===== config.mk =====
export PLATFORM = sky130hd
export DESIGN_NAME = pointing_stick_motion_conditioner
export DESIGN_NICKNAME = d
export VERILOG_FILES = /design/src/hdl/psmc_pkg.sv /design/src/hdl/psmc_front.sv /design/src/hdl/psmc_lane.sv /design/src/hdl/pointing_stick_motion_conditioner.sv
export SDC_FILE = /design/constraint.sdc
export NUM_CORES = 2
export LEC_CHECK = 0
export ABC_AREA = 1
export BUFFER_PORTS_ARGS = -buffer_cell sky130_fd_sc_hd__buf_2
export CORE_MARGIN = 4
export CORE_UTILIZATION = 65
export CTS_BUF_LIST = sky130_fd_sc_hd__clkbuf_8
export DETAILED_ROUTE_END_ITERATION = 7
export HOLD_SLACK_MARGIN = 0.02
export PLACE_DENSITY_LB_ADDON = 0.12
export SLEW_MARGIN = 20
export SYNTH_ARGS = -nofsm -noshare
export SYNTH_HDL_FRONTEND = slang
export SYNTH_SLANG_ARGS = --single-unit
export TNS_END_PERCENT = 50

===== constraint.sdc =====
create_clock -name clk -period 23.5 [get_ports clk]
set_input_delay 2.35 -clock clk [delete_from_list [all_inputs] [get_ports clk]]
set_output_delay 2.35 -clock clk [all_outputs]
set_load 0.02 [all_outputs]

===== src/hdl/psmc_pkg.sv =====
// Shared types, register codes and arithmetic helpers for the motion conditioner.
package psmc_pkg;

    localparam int unsigned CFG_IDX_W  = 3;
    localparam int unsigned CFG_DATA_W = 16;

    localparam logic [CFG_IDX_W-1:0] REG_REST_BAND     = 3'd0;
    localparam logic [CFG_IDX_W-1:0] REG_DRIFT_SHIFT   = 3'd1;
    localparam logic [CFG_IDX_W-1:0] REG_IDLE_TIMEOUT  = 3'd2;
    localparam logic [CFG_IDX_W-1:0] REG_GAIN_PERCENT  = 3'd3;
    localparam logic [CFG_IDX_W-1:0] REG_FLIP_X        = 3'd4;
    localparam logic [CFG_IDX_W-1:0] REG_FLIP_Y        = 3'd5;
    localparam logic [CFG_IDX_W-1:0] REG_EXCHANGE_AXES = 3'd6;

    localparam logic [14:0] REST_BAND_RST    = 15'd0;
    localparam logic [3:0]  DRIFT_SHIFT_RST  = 4'd4;
    localparam logic [15:0] IDLE_TIMEOUT_RST = 16'd1000;
    localparam logic [9:0]  GAIN_PERCENT_RST = 10'd100;

    // Rounding bias for the Q8 offsets and for the percent division.
    localparam logic [25:0] Q8_HALF      = 26'd128;
    localparam logic [25:0] PERCENT_HALF = 26'd50;

    // floor(n / 100) == (n * RECIP_100) >> RECIP_SHIFT for every n below 2**26
    localparam logic [26:0] RECIP_100   = 27'd85899346;
    localparam int unsigned RECIP_SHIFT = 33;

    localparam logic [19:0] SAT_POS = 20'd32767;
    localparam logic [19:0] SAT_NEG = 20'd32768;

    typedef struct packed {
        logic [14:0] rest_band;
        logic [3:0]  drift_shift;
        logic [15:0] idle_timeout;
        logic [9:0]  gain_percent;
        logic        flip_x;
        logic        flip_y;
        logic        exchange_axes;
    } cfg_t;

    // Result of the front stage: oriented motion and mode flags
    typedef struct packed {
        logic signed [16:0] vx;
        logic signed [16:0] vy;
        logic               moving;
        logic               fast;
    } front_out_t;

    typedef struct packed {
        logic load_b;
        logic load_c;
    } lane_ctrl_t;

    // Round a Q8 offset to an integer, kept to 16 bits with wrap.
    function automatic logic [15:0] round_off(input logic [24:0] q);
        logic [25:0] t;
        t = {q[24], q} + Q8_HALF;
        return t[23:8];
    endfunction

    // Magnitude of a 16-bit signed value; the most negative value gives 32768.
    function automatic logic [16:0] mag17(input logic [15:0] v);
        logic [16:0] w;
        w = {v[15], v};
        return v[15] ? (17'd0 - w) : w;
    endfunction

    // One IIR step of a Q8 drift offset toward the raw sample.
    function automatic logic [24:0] drift_step(input logic [24:0] q,
                                               input logic [15:0] r,
                                               input logic [3:0]  sh);
        logic signed [25:0] tgt;
        logic signed [25:0] cur;
        logic signed [25:0] diff;
        logic signed [25:0] sum;
        tgt  = {{2{r[15]}}, r, 8'd0};
        cur  = {q[24], q};
        diff = (tgt - cur) >>> sh;
        sum  = cur + diff;
        return sum[24:0];
    endfunction

endpackage


===== src/hdl/psmc_front.sv =====
// Front stage: drift removal, learning, dead zone, orientation and mode tracking.
module psmc_front (
    input  logic                  clk,
    input  logic                  rst_n,
    input  psmc_pkg::cfg_t        cfg,
    input  logic                  accept,
    input  logic [15:0]           raw_x,
    input  logic [15:0]           raw_y,
    input  logic [7:0]            button_bits,
    input  logic [31:0]           stamp_ms,
    output psmc_pkg::front_out_t  res
);

    logic [24:0] drift_x_reg, drift_x_next;
    logic [24:0] drift_y_reg, drift_y_next;
    logic        fast_reg, fast_next;
    logic [31:0] last_motion_reg, last_motion_next;

    logic [15:0] cx0, cy0, cx, cy;
    logic [16:0] dz17;
    logic        learn;
    logic        idle;
    logic        moved;
    logic        timed_out;
    logic [24:0] learn_x, learn_y;
    logic [16:0] sx, sy, ox, oy;

    always_comb
    begin
        dz17 = {2'b00, cfg.rest_band};
        cx0  = raw_x - psmc_pkg::round_off(drift_x_reg);
        cy0  = raw_y - psmc_pkg::round_off(drift_y_reg);

        learn = !fast_reg && (button_bits == 8'd0)
                && (psmc_pkg::mag17(cx0) < dz17) && (psmc_pkg::mag17(cy0) < dz17);

        learn_x = psmc_pkg::drift_step(drift_x_reg, raw_x, cfg.drift_shift);
        learn_y = psmc_pkg::drift_step(drift_y_reg, raw_y, cfg.drift_shift);

        drift_x_next = learn ? learn_x : drift_x_reg;
        drift_y_next = learn ? learn_y : drift_y_reg;

        // redo compensation with the offsets just learnt
        cx = raw_x - psmc_pkg::round_off(drift_x_next);
        cy = raw_y - psmc_pkg::round_off(drift_y_next);

        idle  = (psmc_pkg::mag17(cx) < dz17) && (psmc_pkg::mag17(cy) < dz17);
        moved = !idle && ((cx != 16'd0) || (cy != 16'd0));

        timed_out = (stamp_ms - last_motion_reg) > {16'd0, cfg.idle_timeout};

        fast_next        = moved ? 1'b1 : (fast_reg && !timed_out);
        last_motion_next = moved ? stamp_ms : last_motion_reg;

        // exchange, then negate at full width
        sx = cfg.exchange_axes ? {cy[15], cy} : {cx[15], cx};
        sy = cfg.exchange_axes ? {cx[15], cx} : {cy[15], cy};
        ox = cfg.flip_x ? (17'd0 - sx) : sx;
        oy = cfg.flip_y ? (17'd0 - sy) : sy;

        res.vx     = moved ? ox : 17'd0;
        res.vy     = moved ? oy : 17'd0;
        res.moving = moved;
        res.fast   = fast_next;
    end

    always_ff @(posedge clk or negedge rst_n)
    begin
        if (!rst_n)
        begin
            drift_x_reg     <= '0;
            drift_y_reg     <= '0;
            fast_reg        <= 1'b0;
            last_motion_reg <= '0;
        end
        else if (accept)
        begin
            drift_x_reg     <= drift_x_next;
            drift_y_reg     <= drift_y_next;
            fast_reg        <= fast_next;
            last_motion_reg <= last_motion_next;
        end
    end

endmodule


===== src/hdl/psmc_lane.sv =====
// Scaling lane: percent gain, round half away from zero, saturate to 16 bits.
module psmc_lane (
    input  logic                  clk,
    input  psmc_pkg::lane_ctrl_t  ctrl,
    input  logic signed [16:0]    value,
    input  logic [9:0]            gain_percent,
    output logic [15:0]           scaled
);

    logic signed [27:0] prod;
    logic signed [27:0] prod_mag;
    logic [25:0]        mag_next, mag_reg;
    logic               neg_next, neg_reg;
    logic [52:0]        quot_prod;
    logic [19:0]        quot;
    logic [15:0]        scaled_next, scaled_reg;

    always_comb
    begin
        prod     = value * $signed({1'b0, gain_percent});
        prod_mag = prod[27] ? (28'sd0 - prod) : prod;
        mag_next = prod_mag[25:0] + psmc_pkg::PERCENT_HALF;
        neg_next = prod[27];
    end

    always_ff @(posedge clk)
    begin
        if (ctrl.load_b)
        begin
            mag_reg <= mag_next;
            neg_reg <= neg_next;
        end
    end

    // divide by 100 through the reciprocal, then clamp
    always_comb
    begin
        quot_prod = 53'(mag_reg) * 53'(psmc_pkg::RECIP_100);
        quot      = quot_prod[psmc_pkg::RECIP_SHIFT +: 20];
        if (!neg_reg)
            scaled_next = (quot > psmc_pkg::SAT_POS) ? 16'h7FFF : quot[15:0];
        else
            scaled_next = (quot > psmc_pkg::SAT_NEG) ? 16'h8000 : (16'd0 - quot[15:0]);
    end

    always_ff @(posedge clk)
    begin
        if (ctrl.load_c)
            scaled_reg <= scaled_next;
    end

    assign scaled = scaled_reg;

endmodule


===== src/hdl/pointing_stick_motion_conditioner.sv =====
// Pointing-stick motion conditioner: one sample per clock unless the output stalls.
// Samples pass the front register and the lane registers; the drift offsets and the
// fast/slow mode are updated in the front stage in the cycle the sample is taken, so
// samples may follow each other on every clock; two scaling lanes (one per axis) then
// multiply by the gain and divide by 100 over two registered stages, and the output
// register merges both lanes with the motion and mode flags. The output register holds
// a result while the consumer stalls and the stages in front keep filling.
// Configuration writes take effect at once and are meant for idle periods only.
module pointing_stick_motion_conditioner (
    input  logic                              clk,
    input  logic                              rst_n,
    input  logic                              cfg_we,
    input  logic [psmc_pkg::CFG_IDX_W-1:0]    cfg_index,
    input  logic [psmc_pkg::CFG_DATA_W-1:0]   cfg_data,
    input  logic                              in_valid,
    output logic                              in_ready,
    input  logic signed [15:0]                raw_x,
    input  logic signed [15:0]                raw_y,
    input  logic [7:0]                        button_bits,
    input  logic [31:0]                       stamp_ms,
    output logic                              out_valid,
    input  logic                              out_ready,
    output logic signed [15:0]                move_x,
    output logic signed [15:0]                move_y,
    output logic                              moving,
    output logic                              fast_poll
);

    psmc_pkg::cfg_t        cfg_reg;
    psmc_pkg::front_out_t  front_res;
    psmc_pkg::front_out_t  a_reg;
    psmc_pkg::lane_ctrl_t  lane_ctrl;

    logic va_reg, va_next;
    logic vb_reg, vb_next;
    logic vc_reg, vc_next;
    logic adv_a, adv_b, adv_c;
    logic accept;
    logic moving_b_reg, fast_b_reg;
    logic moving_c_reg, fast_c_reg;
    logic [15:0] lane_x, lane_y;

    always_ff @(posedge clk or negedge rst_n)
    begin
        if (!rst_n)
        begin
            cfg_reg.rest_band     <= psmc_pkg::REST_BAND_RST;
            cfg_reg.drift_shift   <= psmc_pkg::DRIFT_SHIFT_RST;
            cfg_reg.idle_timeout  <= psmc_pkg::IDLE_TIMEOUT_RST;
            cfg_reg.gain_percent  <= psmc_pkg::GAIN_PERCENT_RST;
            cfg_reg.flip_x        <= 1'b0;
            cfg_reg.flip_y        <= 1'b0;
            cfg_reg.exchange_axes <= 1'b0;
        end
        else if (cfg_we)
        begin
            case (cfg_index)
                psmc_pkg::REG_REST_BAND:     cfg_reg.rest_band     <= cfg_data[14:0];
                psmc_pkg::REG_DRIFT_SHIFT:   cfg_reg.drift_shift   <= cfg_data[3:0];
                psmc_pkg::REG_IDLE_TIMEOUT:  cfg_reg.idle_timeout  <= cfg_data[15:0];
                psmc_pkg::REG_GAIN_PERCENT:  cfg_reg.gain_percent  <= cfg_data[9:0];
                psmc_pkg::REG_FLIP_X:        cfg_reg.flip_x        <= cfg_data[0];
                psmc_pkg::REG_FLIP_Y:        cfg_reg.flip_y        <= cfg_data[0];
                psmc_pkg::REG_EXCHANGE_AXES: cfg_reg.exchange_axes <= cfg_data[0];
                default:                     ;
            endcase
        end
    end

    // advance a stage when it is empty or the stage after it moves on
    always_comb
    begin
        adv_c   = !vc_reg || out_ready;
        adv_b   = !vb_reg || adv_c;
        adv_a   = !va_reg || adv_b;
        accept  = in_valid && adv_a;
        va_next = adv_a ? in_valid : va_reg;
        vb_next = adv_b ? va_reg : vb_reg;
        vc_next = adv_c ? vb_reg : vc_reg;
        lane_ctrl.load_b = adv_b;
        lane_ctrl.load_c = adv_c;
    end

    assign in_ready = adv_a;

    always_ff @(posedge clk or negedge rst_n)
    begin
        if (!rst_n)
        begin
            va_reg <= 1'b0;
            vb_reg <= 1'b0;
            vc_reg <= 1'b0;
        end
        else
        begin
            va_reg <= va_next;
            vb_reg <= vb_next;
            vc_reg <= vc_next;
        end
    end

    psmc_front u_front (
        .clk         (clk),
        .rst_n       (rst_n),
        .cfg         (cfg_reg),
        .accept      (accept),
        .raw_x       (raw_x),
        .raw_y       (raw_y),
        .button_bits (button_bits),
        .stamp_ms    (stamp_ms),
        .res         (front_res)
    );

    always_ff @(posedge clk)
    begin
        if (adv_a)
            a_reg <= front_res;
        if (adv_b)
        begin
            moving_b_reg <= a_reg.moving;
            fast_b_reg   <= a_reg.fast;
        end
        if (adv_c)
        begin
            moving_c_reg <= moving_b_reg;
            fast_c_reg   <= fast_b_reg;
        end
    end

    psmc_lane u_lane_x (
        .clk          (clk),
        .ctrl         (lane_ctrl),
        .value        (a_reg.vx),
        .gain_percent (cfg_reg.gain_percent),
        .scaled       (lane_x)
    );

    psmc_lane u_lane_y (
        .clk          (clk),
        .ctrl         (lane_ctrl),
        .value        (a_reg.vy),
        .gain_percent (cfg_reg.gain_percent),
        .scaled       (lane_y)
    );

    assign out_valid = vc_reg;
    assign move_x    = lane_x;
    assign move_y    = lane_y;
    assign moving    = moving_c_reg;
    assign fast_poll = fast_c_reg;

endmodule


==> metrics.txt <==
Worst path most repeated cell nand2_1; standard-cell rows 116; Via-to-Cell Ratio 5.68; initial antenna violation count 3; residual overflow from global routing 0; Iter 0 DRT Violations around 4.3k; most common flop cell mapped by yosys edfxtp_1; Longest Clk Path Bufs 3; Worst Path Buf+Inv 12; First-pass DRT Iterations 6; CP max stage delay 580 ps; crit end category flip-flop; drt wl/cell 17.9 µm; Hold Path Stages 0; Mapped Avg Cell Area 7.65 µm²; min-delay src moving_b_reg; GRT Overall Usage around 34%; DP HPWL approximately 150,000 µm; layout cells sized above 1 4.44%; CTS root buf clkbuf_8; I/O pin cnt 132; Synth Warn # 0; Num Clock Sinks between 200 and 300; Mapped Nets 10.4k; critical path data required time 23,950 ps; max cap viols 0; synthesized area 0.0653 mm²; Largest register FFs 48; Synth-to-Final Area Change 4.56%; IO Port Bufs 131; H-tree levels 2; Post-synth EDFFs 126; vias in the first global route 56.1k; CP delay by family, top simple AND/OR/NAND/NOR gates; CP Depth 70; Cells after Synth between 8k and 9k; FILL cells 8,450; die width around 320 µm; cell taking the most area after synthesis fa_1; final setup violation count 0; max-slew violations 0; hold_buf cts 0; #FFs+latches synth 260; Die H 325 µm; DRC violations left 0; setup bufs post-CTS 0; Multi-input gate area 0.0506 mm²; die area around 0.11 mm²; worst hold path type flip-flop to flip-flop; status completed; core area 0.0999 mm²; storage element area 0.00715 mm²; period utilisation layout between 50% and 60%; Clk pin slew, worst setup/hold paths ~60 ps; fin crit period 13,220 ps; Synth top area share 24.2%; CTS tree yes; r2r worst-path depth 70; post-synth cell types 66; final hold vios 0; synth top area cells fa_1 (24%), ha_1 (19%), nand2_1 (11%); Slew HR 34.8%; Routed WL 178,000 µm; post-route ant nets 0; reg2reg end a_reg[6]; pin count of the biggest net entering global routing approximately 80; Critical Path AT 13,670 ps; RSZ-0062 raised after global routing no; sequential share of the synthesized area 10.9%; post-synthesis async set-or-reset flop share just over 50%; CP Class flip-flop to flip-flop; Max Freq 0.0756 GHz; Final #Nets 10.4k; Placed Instances a little under 10k; Worst Setup Start Kind flip-flop; Fin Setup TNS 0 ps; Placer Congestion 0.995; via count 56.3k; skew final 38.2 ps; Cell Count, Final, Fillers Out 9,922; Starting Density 65.4%; Slowest-stage cell, CP nor4_1; Slew @ Worst Pin 978 ps; first-pass GRT wire length roughly 290,000 µm; CP max FO 39; worst skew pair latency 740 ps; CTS Buf Count slightly above 50; reg2reg setup slack 10,280 ps; R2R Path Start u_front.drift_y_reg[7]; PostCTS Resize Cnt 0; WHS Endpoint moving
area by class of cell:
type,instances,area share (%)
clock buffer,62,1.25
sequential,260,10.5
clock inverter,34,0.579
tap,1298,2.38
antenna,4,0.0147
multi-input combinational,6292,74.1
timing repair buffer,158,1.27
inverter,1814,9.97
stage by stage:
stage	hold slack (ps)	utilization (%)	setup slack (ps)	area, µm²
floorplan	400	-	12720	65300
global placement	405	67.1	10250	67000
detailed placement	407	67.1	9940	67000
CTS	424	68.4	10630	68300
global route	442	68.4	9210	68300
finish	424	68.4	10280	68300
worst reg2reg max path, delay by kind of cell, from the launching register on:
family          cells  cell delay, ps
fa+ha+maj           5            1460
simple gates       35            5790
flops               1             530
buf+inv            12            2220
compound gates     14            2250
xor+xnor            4             690
cell usage after synthesis, types with 6 or more instances:
cell type	n
inv_1	1802
nor2_1	475
a31oi_1	39
xnor2_1	126
a21o_1	24
o211ai_1	15
a211oi_1	15
buf_2	7
or2_2	39
edfxtp_1	126
nand2_1	1850
nand4_1	76
nand3b_1	30
a221oi_1	7
buf_4	7
clkbuf_1	110
dfrtp_1	124
nor4_1	34
nand3_2	32
buf_1	39
nand2_2	24
mux2i_1	14
o21a_1	22
nor2_4	6
nand3_1	320
o22ai_1	28
dfstp_2	10
a21boi_0	10
o21bai_1	24
o31ai_1	8
inv_2	7
ha_1	983
a21oi_1	401
o21ai_0	450
nor3_1	92
nor2_2	9
fa_1	789
o221ai_1	8
xor2_1	297
cell usage in the layout (no fill, tap or decap), types with 9 or more instances in the layout:
master	instances
xnor2_1	126
buf_4	27
o211ai_1	15
o21bai_1	24
fa_1	789
a211oi_1	15
nor2_1	474
nand3_1	320
nor2_2	9
nand4_1	76
edfxtp_1	126
o21ai_0	450
a21o_1	24
o21a_1	22
ha_1	983
xor2_1	296
mux2i_1	14
or2_2	39
o22ai_1	28
nor3_1	92
a31oi_1	39
clkbuf_8	62
a21oi_1	401
nand3_2	32
nand3b_1	30
nor4_1	34
dfrtp_1	124
buf_2	130
nand2_1	1848
a21boi_0	10
inv_1	1814
nand2_2	26
dfstp_2	10
how the worst max path moves through the flow:
| stage | start | endpoint | slack [ps] |
|---|---|---|---|
| 2_1_floorplan | raw_y[0] | a_reg[1] | 12720 |
| 3_3_place_gp | raw_x[0] | a_reg[5] | 10250 |
| 3_5_place_dp | raw_x[0] | a_reg[13] | 9940 |
| 4_1_cts | u_front.drift_y_reg[7] | a_reg[13] | 10630 |
| 5_1_grt | u_front.drift_y_reg[7] | a_reg[13] | 9210 |
| 6_report | u_front.drift_y_reg[7] | a_reg[6] | 10280 |
kinds of logic (layout without fill, tap and decap cells):
kind of cell	Yosys count	count (layout)	synth area share, %
compound gates	1072	1072	8.97
xor+xnor	426	426	5.75
fa+ha+maj	1772	1772	43.0
buf+inv	1986	2068	11.6
flops	260	260	10.9
mux	14	14	0.215
other cells	0	4	0
simple gates	3008	3008	19.5
routing by layer:
metal  global-route usage, %  share of wire (%)  vias up
met4                    10.4                3.5        2
li1                        -                  -    27004
met2                    57.1                 47     2078
met5                       0             0.0067        -
met1                    44.8                 42    26865
met3                    4.56                7.0      370
Power is left out: the tool's default activity adds up to more than one toggle a clock period on the data nets, which glitch-free logic cannot reach.
